### src/hdl/dnsrp_pkg.sv
// shared types and constants for the dns response record parser
// no dependencies

package dnsrp_pkg;

    typedef enum logic [2:0] {
        KIND_HEADER = 3'd0,
        KIND_RCODE  = 3'd1,
        KIND_SHORT  = 3'd2,
        KIND_A      = 3'd3,
        KIND_AAAA   = 3'd4,
        KIND_OTHER  = 3'd5,
        KIND_END    = 3'd6
    } kind_t;

    typedef enum logic [7:0] {
        PH_HEADER = 8'b0000_0001,
        PH_NAME   = 8'b0000_0010,
        PH_LABEL  = 8'b0000_0100,
        PH_FIXED  = 8'b0000_1000,
        PH_SKIP   = 8'b0001_0000,
        PH_ADDR   = 8'b0010_0000,
        PH_DONE   = 8'b0100_0000,
        PH_PTR    = 8'b1000_0000
    } phase_t;

    localparam logic [3:0]  HDR_LAST    = 4'd11;
    localparam logic [3:0]  QFIXED_LAST = 4'd3;
    localparam logic [3:0]  RFIXED_LAST = 4'd9;
    localparam logic [15:0] TYPE_A      = 16'd1;
    localparam logic [15:0] TYPE_AAAA   = 16'd28;
    localparam logic [15:0] LEN_A       = 16'd4;
    localparam logic [15:0] LEN_AAAA    = 16'd16;
    localparam logic [7:0]  PTR_MASK    = 8'hc0;

    // one result transaction
    typedef struct packed {
        kind_t        kind;
        logic         message_end;
        logic [15:0]  txid;
        logic [15:0]  flags;
        logic [15:0]  question_count;
        logic [15:0]  answer_count;
        logic [15:0]  record_type;
        logic [31:0]  time_to_live;
        logic [15:0]  data_length;
        logic [63:0]  address_high;
        logic [63:0]  address_low;
    } result_t;

    localparam int RESULT_W = $bits(result_t);

endpackage

### src/hdl/dns_response_record_parser_top.sv
// DNS response record parser: one message byte per transaction in,
// one decoded header, answer record or end mark per transaction out.
// Channels: s_axis_* carries a byte (tdata) and end-of-message mark (tlast).
// m_axis_* carries result transactions; message_end travels as tlast,
// the other fields are packed in tdata.
// Throughput: one byte per cycle while the result queue has room; a
// byte gives at most one result, written into the result queue when the
// byte that causes it is accepted, and read out on m_axis from there.
// The byte parser runs every cycle that a byte is accepted; the only stall
// comes from the result queue: s_axis_tready drops when it is full, so
// a stalled receiver holds the input after DEPTH results are waiting.
// Reset: the parser returns to the header phase and the queue empties.
// A final byte always yields a result and resets the parser for the next
// message.
// depends on dnsrp_pkg, dnsrp_front, dnsrp_queue

module dns_response_record_parser_top import dnsrp_pkg::*;
#(
    parameter int DEPTH = 4
)
(
    input  logic         clk,
    input  logic         rst_n,
    input  logic         s_axis_tvalid,
    output logic         s_axis_tready,
    input  logic [7:0]   s_axis_tdata,   // data_byte
    input  logic         s_axis_tlast,   // last_byte
    output logic         m_axis_tvalid,
    input  logic         m_axis_tready,
    // kind[2:0], txid, flags, question_count, answer_count, record_type,
    // time_to_live, data_length, address_high, address_low; zero pad to 264
    output logic [263:0] m_axis_tdata,
    output logic         m_axis_tlast    // message_end
);

    logic    accept;
    logic    res_valid;
    result_t res;
    result_t q_out;
    logic    q_ready;

    assign accept        = s_axis_tvalid && q_ready;
    assign s_axis_tready = q_ready;

    // byte parser
    dnsrp_front u_front (
        .clk       (clk),
        .rst_n     (rst_n),
        .in_valid  (accept),
        .data_byte (s_axis_tdata),
        .last_byte (s_axis_tlast),
        .res_valid (res_valid),
        .res       (res)
    );

    // result queue
    dnsrp_queue #(.DEPTH(DEPTH)) u_queue (
        .clk      (clk),
        .rst_n    (rst_n),
        .wr_valid (res_valid),
        .wr_data  (res),
        .wr_ready (q_ready),
        .rd_valid (m_axis_tvalid),
        .rd_ready (m_axis_tready),
        .rd_data  (q_out)
    );

    // output packing
    assign m_axis_tlast = q_out.message_end;
    assign m_axis_tdata = {
        5'd0,
        q_out.address_low,
        q_out.address_high,
        q_out.data_length,
        q_out.time_to_live,
        q_out.record_type,
        q_out.answer_count,
        q_out.question_count,
        q_out.flags,
        q_out.txid,
        q_out.kind
    };

endmodule

### src/hdl/dnsrp_front.sv
// front part: byte parser state machine, emits at most one result per byte
// depends on dnsrp_pkg

module dnsrp_front import dnsrp_pkg::*;
(
    input  logic       clk,
    input  logic       rst_n,
    input  logic       in_valid,
    input  logic [7:0] data_byte,
    input  logic       last_byte,
    output logic       res_valid,
    output result_t    res
);

    phase_t       phase_reg, phase_next;
    logic [3:0]   idx_reg, idx_next;
    logic [63:0]  hdr_reg, hdr_next;
    logic [15:0]  q_reg, q_next;
    logic [15:0]  a_reg, a_next;
    logic [7:0]   lab_reg, lab_next;
    logic [63:0]  fix_reg, fix_next;
    logic [15:0]  rd_reg, rd_next;
    logic [63:0]  ah_reg, ah_next;
    logic [63:0]  al_reg, al_next;

    logic [63:0]  hdr_new;
    logic [63:0]  fix_new;
    logic [15:0]  rd_new;
    logic [15:0]  a_dec;
    logic [15:0]  rtype;
    logic [63:0]  al_new;
    logic [63:0]  ah_new;

    // next state and result
    always_comb
    begin
        phase_next = phase_reg;
        idx_next   = idx_reg;
        hdr_next   = hdr_reg;
        q_next     = q_reg;
        a_next     = a_reg;
        lab_next   = lab_reg;
        fix_next   = fix_reg;
        rd_next    = rd_reg;
        ah_next    = ah_reg;
        al_next    = al_reg;
        res_valid  = 1'b0;
        res        = '0;
        hdr_new    = (idx_reg < 4'd8) ? {hdr_reg[55:0], data_byte} : hdr_reg;
        fix_new    = (idx_reg < 4'd8) ? {fix_reg[55:0], data_byte} : fix_reg;
        rd_new     = (idx_reg < 4'd8) ? rd_reg : {rd_reg[7:0], data_byte};
        a_dec      = a_reg - 16'd1;
        rtype      = fix_new[63:48];
        ah_new     = {ah_reg[55:0], al_reg[63:56]};
        al_new     = {al_reg[55:0], data_byte};
        res.txid           = hdr_reg[63:48];
        res.flags          = hdr_reg[47:32];
        res.question_count = hdr_reg[31:16];
        res.answer_count   = hdr_reg[15:0];
        unique case (phase_reg)
            PH_HEADER:
            begin
                hdr_next = hdr_new;
                res.txid           = hdr_new[63:48];
                res.flags          = hdr_new[47:32];
                res.question_count = hdr_new[31:16];
                res.answer_count   = hdr_new[15:0];
                if (idx_reg >= HDR_LAST)
                begin
                    idx_next  = '0;
                    res_valid = 1'b1;
                    if (hdr_new[35:32] != 4'd0)
                    begin
                        res.kind   = KIND_RCODE;
                        phase_next = PH_DONE;
                    end
                    else
                    begin
                        res.kind   = KIND_HEADER;
                        q_next     = hdr_new[31:16];
                        a_next     = hdr_new[15:0];
                        phase_next = (hdr_new[31:0] != 32'd0) ? PH_NAME : PH_DONE;
                    end
                end
                else
                    idx_next = idx_reg + 4'd1;
            end
            PH_NAME:
            begin
                if (data_byte == 8'd0)
                begin
                    idx_next   = '0;
                    phase_next = PH_FIXED;
                end
                else if ((data_byte & PTR_MASK) == PTR_MASK)
                    phase_next = PH_PTR;
                else
                begin
                    lab_next   = data_byte;
                    phase_next = PH_LABEL;
                end
            end
            PH_LABEL:
            begin
                lab_next = lab_reg - 8'd1;
                if (lab_reg == 8'd1)
                    phase_next = PH_NAME;
            end
            PH_PTR:
            begin
                idx_next   = '0;
                phase_next = PH_FIXED;
            end
            PH_FIXED:
            begin
                if (q_reg != 16'd0)
                begin
                    if (idx_reg >= QFIXED_LAST)
                    begin
                        idx_next = '0;
                        q_next   = q_reg - 16'd1;
                        phase_next = (q_reg == 16'd1 && a_reg == 16'd0) ? PH_DONE : PH_NAME;
                    end
                    else
                        idx_next = idx_reg + 4'd1;
                end
                else
                begin
                    fix_next = fix_new;
                    rd_next  = rd_new;
                    if (idx_reg >= RFIXED_LAST)
                    begin
                        idx_next = '0;
                        if ((rtype == TYPE_A && rd_new == LEN_A) ||
                            (rtype == TYPE_AAAA && rd_new == LEN_AAAA))
                        begin
                            ah_next    = '0;
                            al_next    = '0;
                            phase_next = PH_ADDR;
                        end
                        else
                        begin
                            res_valid        = 1'b1;
                            res.kind         = KIND_OTHER;
                            res.record_type  = rtype;
                            res.time_to_live = fix_new[31:0];
                            res.data_length  = rd_new;
                            if (rd_new == 16'd0)
                            begin
                                a_next     = a_dec;
                                phase_next = (a_dec != 16'd0) ? PH_NAME : PH_DONE;
                            end
                            else
                                phase_next = PH_SKIP;
                        end
                    end
                    else
                        idx_next = idx_reg + 4'd1;
                end
            end
            PH_SKIP:
            begin
                rd_next = rd_reg - 16'd1;
                if (rd_reg == 16'd1)
                begin
                    a_next     = a_dec;
                    phase_next = (a_dec != 16'd0) ? PH_NAME : PH_DONE;
                end
            end
            PH_ADDR:
            begin
                ah_next = ah_new;
                al_next = al_new;
                rd_next = rd_reg - 16'd1;
                if (rd_reg == 16'd1)
                begin
                    res_valid        = 1'b1;
                    res.record_type  = fix_reg[63:48];
                    res.time_to_live = fix_reg[31:0];
                    if (fix_reg[63:48] == TYPE_A)
                    begin
                        res.kind        = KIND_A;
                        res.data_length = LEN_A;
                        res.address_low = {32'd0, al_new[31:0]};
                    end
                    else
                    begin
                        res.kind         = KIND_AAAA;
                        res.data_length  = LEN_AAAA;
                        res.address_high = ah_new;
                        res.address_low  = al_new;
                    end
                    a_next     = a_dec;
                    phase_next = (a_dec != 16'd0) ? PH_NAME : PH_DONE;
                end
            end
            PH_DONE:
            begin
            end
            default:
            begin
            end
        endcase

        // end of message: flag result or make one, then reset state
        if (last_byte)
        begin
            if (!res_valid)
            begin
                res_valid = 1'b1;
                res       = '0;
                if (phase_next == PH_HEADER)
                    res.kind = KIND_SHORT;
                else
                begin
                    res.kind           = KIND_END;
                    res.txid           = hdr_next[63:48];
                    res.flags          = hdr_next[47:32];
                    res.question_count = hdr_next[31:16];
                    res.answer_count   = hdr_next[15:0];
                end
            end
            res.message_end = 1'b1;
            phase_next = PH_HEADER;
            idx_next   = '0;
            hdr_next   = '0;
            q_next     = '0;
            a_next     = '0;
            lab_next   = '0;
            fix_next   = '0;
            rd_next    = '0;
            ah_next    = '0;
            al_next    = '0;
        end
        if (!in_valid)
            res_valid = 1'b0;
    end

    // state registers
    always_ff @(posedge clk or negedge rst_n)
    begin
        if (!rst_n)
        begin
            phase_reg <= PH_HEADER;
            idx_reg   <= '0;
            hdr_reg   <= '0;
            q_reg     <= '0;
            a_reg     <= '0;
            lab_reg   <= '0;
            fix_reg   <= '0;
            rd_reg    <= '0;
            ah_reg    <= '0;
            al_reg    <= '0;
        end
        else if (in_valid)
        begin
            phase_reg <= phase_next;
            idx_reg   <= idx_next;
            hdr_reg   <= hdr_next;
            q_reg     <= q_next;
            a_reg     <= a_next;
            lab_reg   <= lab_next;
            fix_reg   <= fix_next;
            rd_reg    <= rd_next;
            ah_reg    <= ah_next;
            al_reg    <= al_next;
        end
    end

    // header phase index never passes the header length
    assert property (@(posedge clk) disable iff (!rst_n)
        (phase_reg == PH_HEADER) |-> (idx_reg <= HDR_LAST))
        else $error("header index out of range");

    // a final byte always returns the parser to the header phase
    assert property (@(posedge clk) disable iff (!rst_n)
        (in_valid && last_byte) |=> (phase_reg == PH_HEADER && idx_reg == 4'd0))
        else $error("parser not reset after final byte");

    // a final byte always yields a result
    assert property (@(posedge clk) disable iff (!rst_n)
        (in_valid && last_byte) |-> res_valid)
        else $error("final byte without result");

endmodule

### src/hdl/dnsrp_queue.sv
// result queue between parser and output port
// depends on dnsrp_pkg

module dnsrp_queue import dnsrp_pkg::*;
#(
    parameter int DEPTH = 4
)
(
    input  logic    clk,
    input  logic    rst_n,
    input  logic    wr_valid,
    input  result_t wr_data,
    output logic    wr_ready,
    output logic    rd_valid,
    input  logic    rd_ready,
    output result_t rd_data
);

    localparam int AW = (DEPTH > 1) ? $clog2(DEPTH) : 1;

    result_t         mem [DEPTH];
    logic [AW-1:0]   wp_reg, rp_reg;
    logic [AW:0]     cnt_reg;
    logic            push, pop;

    assign wr_ready = (cnt_reg != DEPTH[AW:0]);
    assign rd_valid = (cnt_reg != '0);
    assign push     = wr_valid && wr_ready;
    assign pop      = rd_valid && rd_ready;
    assign rd_data  = mem[rp_reg];

    // storage
    always_ff @(posedge clk)
    begin
        if (push)
            mem[wp_reg] <= wr_data;
    end

    // pointers and fill count
    always_ff @(posedge clk or negedge rst_n)
    begin
        if (!rst_n)
        begin
            wp_reg  <= '0;
            rp_reg  <= '0;
            cnt_reg <= '0;
        end
        else
        begin
            if (push)
                wp_reg <= (wp_reg == AW'(DEPTH - 1)) ? '0 : wp_reg + 1'b1;
            if (pop)
                rp_reg <= (rp_reg == AW'(DEPTH - 1)) ? '0 : rp_reg + 1'b1;
            cnt_reg <= cnt_reg + (AW+1)'(push) - (AW+1)'(pop);
        end
    end

    // fill count stays within depth
    assert property (@(posedge clk) disable iff (!rst_n)
        cnt_reg <= DEPTH[AW:0])
        else $error("queue overflow");

    // count rises by one on a push without a pop
    assert property (@(posedge clk) disable iff (!rst_n)
        (push && !pop) |=> (cnt_reg == $past(cnt_reg) + 1'b1))
        else $error("queue count mismatch");

    // an empty queue never pops
    assert property (@(posedge clk) disable iff (!rst_n)
        (cnt_reg == '0) |-> !pop)
        else $error("pop from empty queue");

endmodule
### config.mk
export PLATFORM = sky130hd
export DESIGN_NAME = dns_response_record_parser_top
export DESIGN_NICKNAME = d
export VERILOG_FILES = /design/src/hdl/dnsrp_pkg.sv /design/src/hdl/dns_response_record_parser_top.sv /design/src/hdl/dnsrp_front.sv /design/src/hdl/dnsrp_queue.sv
export SDC_FILE = /design/constraint.sdc
export NUM_CORES = 2
export LEC_CHECK = 0
export BUFFER_PORTS_ARGS = -buffer_cell sky130_fd_sc_hd__buf_2
export CAP_MARGIN = 20
export CORE_ASPECT_RATIO = 0.9
export CORE_MARGIN = 2
export CORE_UTILIZATION = 50
export DETAILED_ROUTE_END_ITERATION = 12
export GPL_ROUTABILITY_DRIVEN = 0
export PLACE_DENSITY = 0.67
export SLEW_MARGIN = 25
export SYNTH_ARGS = -nofsm -noshare
export SYNTH_HDL_FRONTEND = slang
export SYNTH_HIERARCHICAL = 1
export SYNTH_SLANG_ARGS = --single-unit
### constraint.sdc
create_clock -name clk -period 15.4 [get_ports clk]
set_input_delay 0.77 -clock clk [delete_from_list [all_inputs] [get_ports clk]]
set_output_delay 0.77 -clock clk [all_outputs]
set_load 0.02 [all_outputs]
==> summary by stage <==
Yosys
After synthesis, the largest family of logic cells by area is multiplexers. Synthesis inferred 1363 register bits. The area fraction in and, or, nand and nor cells after synthesis is 7.62%. Of the total synthesized cell area, the portion taken by full adders, half adders and majority gates is 0.436%. The compound-gate portion of the synthesized area is 7.70%. The synthesized design contains 1040 enable-type register cells. The share of synthesized area spent on multiplexers is 11.6%.

The post-synthesis instance total is 3546. The part of the Yosys area used for sequential elements is 69.8%. The predominant post-synthesis flop cell is sky130_fd_sc_hd__edfxtp_1.

Yosys printed 6 warnings. The synthesized netlist contains 75 unique library cells. The area share of xor/xnor cells in the synthesized design is 0.140%.

The post-synthesis instance area is 56300 um^2. A synthesized cell averages 15.9 um^2. The share of flip-flops with an asynchronous set or reset after synthesis is 23.7%.

Placement
The number of placed instances, taps included, is 5085. The wire-length estimate of the detail-placed layout is 80200 um. The count of buffers added on input and output ports is 274.

Setup path
Setup slack on the worst reg-to-reg path comes out at 9910 ps. The worst register-to-register path has a depth of 8. The startpoint identified for the worst register-to-register timing path is u_front/idx_reg[3]. The category of the critical setup timing path is reg2reg. Along the worst path, the maximum fanout reaches 61.

The endpoint type of the worst setup path is a register. STA puts the critical path data arrival time at 5840 ps. In this run the critical register-to-register path is captured at u_queue/mem[1][216].

STA classifies the critical path startpoint as a register. The worst endpoint required time is 15750 ps.

Timing
Setup violations remaining at the end of the flow were counted as 0. The final critical-path required period is 5490 ps. Setup total negative slack on the finished layout was measured at 0 ps. The clock arrives with 35.2 ps of skew.

Dividing the final minimum period by the clock period gives 35.6%. At the pin with the least slew margin, the transition time is 1060 ps. Setup repair after global routing left no endpoint under its margin. Headroom to the max-slew limit came out at 28.8%. The count of pins over their slew limit is 0. The number of hold-slack violations in the final timing report came to 0. The highest achievable clock rate is 182 MHz.

Power
The cell-internal power is 7.64 mW. The leakage power of the design is 22.4 nW. The relative contribution of combinational cells to total power is 29.0%. The clock network burns 30.3% of the power. Power spread over the standard cell area amounts to 180 nW/um^2. The total power is 11.4 mW. The maximum ir drop on the vdd rail is 0.000142 V.

The analysis attributes to net switching a power of 3.77 mW. Net switching is 33.0% of the power. The share of total power in sequential cells is 40.8%.

Route
The number of violations reported at the end of detailed-routing iteration 0 is 3543. For this run, design rule violations remaining after detail routing come to 0. The average detailed-routed wire length per instance is 24.7 um. In the final routing, the length of wire on met1 measures 58100 um.

Summed over all nets, wire length on met3 after detailed routing comes to 9650 um. The highest metal layer carrying signal wires in the routed design is met4. Wires add up to 132000 um. After detailed routing, the number of vias per cell comes to 6.04. The count of nets left with antenna violations once routing finished came out at 0. For this block, the via count after detailed routing is 32300. The number of iterations in the first detailed-routing pass is 8. The met2 wire length is 61500 um.

Clock network
The clock edge transition at the registers on the reported setup and hold paths is 60 ps. After clock tree synthesis, the flow added hold-fix buffers numbering 1. The clock passes through at most 3 buffers. TritonCTS built the clock tree.

Post-CTS timing repair inserted 0 buffers for setup. The cell at the root of the clock tree is sky130_fd_sc_hd__clkbuf_16. For the worst-skew pair, the clock arrives at the later sink with an insertion delay of 760 ps.

The total number of clock tree sinks is 1363. The H-tree level count is 4. Buffers inserted during clock tree synthesis total 140. The number of gates resized after CTS was 0.

Layout
From synthesis to final layout, the design area changed by 12.9%. The final-stage net count is 3788. The number of fillers in the final layout is 8647. The final cell count without fillers is 5348. The proportion of layout cells with a drive suffix above 1 is 21.9%. The antenna cell count is 0. The register with the most flip-flops in the final layout is u_queue/mem. The sequential cells in the finished layout cover a total of 39300 um^2. The most common cell after layout, fill and taps aside is sky130_fd_sc_hd__edfxtp_1. The flip-flop count of the largest register after layout is 1040. In the layout the commonest cells are sky130_fd_sc_hd__edfxtp_1 (1040), sky130_fd_sc_hd__nand2_1 (409), sky130_fd_sc_hd__dfrtp_1 (319). The area of the multi-input gates is 15700 um^2.

Global route
The maximum number of pins on one net before global-route repair is 241. The number of antenna violations at the first check in global routing came to 3. After global routing the overflow that remains totals 0. The via count of the first global-routing pass is 31700. The global-route wire length before repair is 202000 um. The global-route total usage across every layer is 23.1%.

Die
The die is 358 um wide. The core region is 111000 um^2. The effective utilization at floorplan is 50.5%.

The floorplan step set the die height to 322 um. The floorplan has 116 rows. The die covers 115000 um^2. 280 I/O pins were placed.

Min path
For hold timing, the worst endpoint is u_front/fix_reg[5]. The worst hold path stage count is 2. The source of the worst hold timing path is s_axis_tdata[5]. The worst hold-check path type is in2reg.

Run status
The run finished with clean final reports.

Flow run
The count of max-cap constraint violations is 0.
==> power by group through the flow <==
| stage | sequential, mW | clock, mW | combinational (mW) |
|---|---|---|---|
| after global placement | 4.71 | 0 | 3.34 |
| final | 4.65 | 3.45 | 3.31 |
| after CTS | 4.65 | 3.52 | 3.35 |
| after floorplan | 4.64 | 0 | 2.37 |
| after detailed placement | 4.72 | 0 | 3.34 |
| after global routing | 4.69 | 3.67 | 3.53 |
==> cells in the mapped netlist, drive strengths merged, types with 55 or more instances <==
master | instances | area share (%)
o2bb2ai | 72 | 1.1
edfxtp | 1040 | 55
mux4 | 260 | 10
dfrtp | 322 | 14
a22o | 70 | 1.1
o21ai | 230 | 2.0
a21oi | 67 | 0.60
clkbuf | 155 | 1.0
nor2 | 122 | 0.81
nand2 | 409 | 2.7
and2 | 178 | 2.0
a22oi | 61 | 0.81
nor3 | 55 | 0.51
buf | 108 | 1.4
==> final cells by class <==
type                    count  area share [%]
well taps                1475            2.90
flip-flops and latches   1363            61.9
repair buffers            327            2.95
clock inverters            69            1.36
inverters                  28           0.165
multi-input cells        1896            24.6
clock buffers             190            6.13
==> worst max-delay path, cell delays in order (launching register included) <==
cell,delay (ps)
sky130_fd_sc_hd__dfrtp_4,740
sky130_fd_sc_hd__buf_4,710
sky130_fd_sc_hd__and2_1,300
sky130_fd_sc_hd__nand3b_1,380
sky130_fd_sc_hd__o21ai_4,170
sky130_fd_sc_hd__o31a_1,310
sky130_fd_sc_hd__and3_4,700
sky130_fd_sc_hd__buf_4,850
sky130_fd_sc_hd__buf_4,780
==> cells by family after synthesis <==
group                      Yosys count
DFF                               1363
and+or+nand+nor                    893
muxes                              326
adders and majority gates           19
buffers and inverters              291
AOI/OAI and AO/OA                  644
xor gates and xnor gates             9
other                                1
==> metal layers <==
layer	up-vias	GRT usage [%]
met5	-	0
met4	0	6.22
met3	181	3.97
met2	1275	34.7
met1	16700	35.2
li1	14200	-
==> how the worst max path moves through the flow <==
stage,start,end,slack (ps)
4_1_cts,u_front/idx_reg[3],u_queue/mem[0][211],9180
5_1_grt,u_front/q_reg[2],u_queue/mem[1][202],9590
3_5_place_dp,s_axis_tdata[6],u_queue/mem[0][202],9040
6_report,u_front/idx_reg[3],u_queue/mem[1][216],9910
3_3_place_gp,s_axis_tdata[0],u_queue/mem[0][207],9020
2_1_floorplan,s_axis_tdata[0],u_queue/mem[0][0],6520
==> stage by stage <==
stage / worst slack, ps / utilization (%) / instance area, um^2 / hold WS (ps)
3_3_place_gp: 9020 / 52.7 / 58700 / 460
2_1_floorplan: 6520 / - / 56300 / 447
3_5_place_dp: 9040 / 52.7 / 58700 / 469
6_report: 9910 / 57.0 / 63600 / 428
5_1_grt: 9590 / 57.0 / 63600 / 399
4_1_cts: 9180 / 57.0 / 63500 / 373
(Power assumes the default switching activity.)
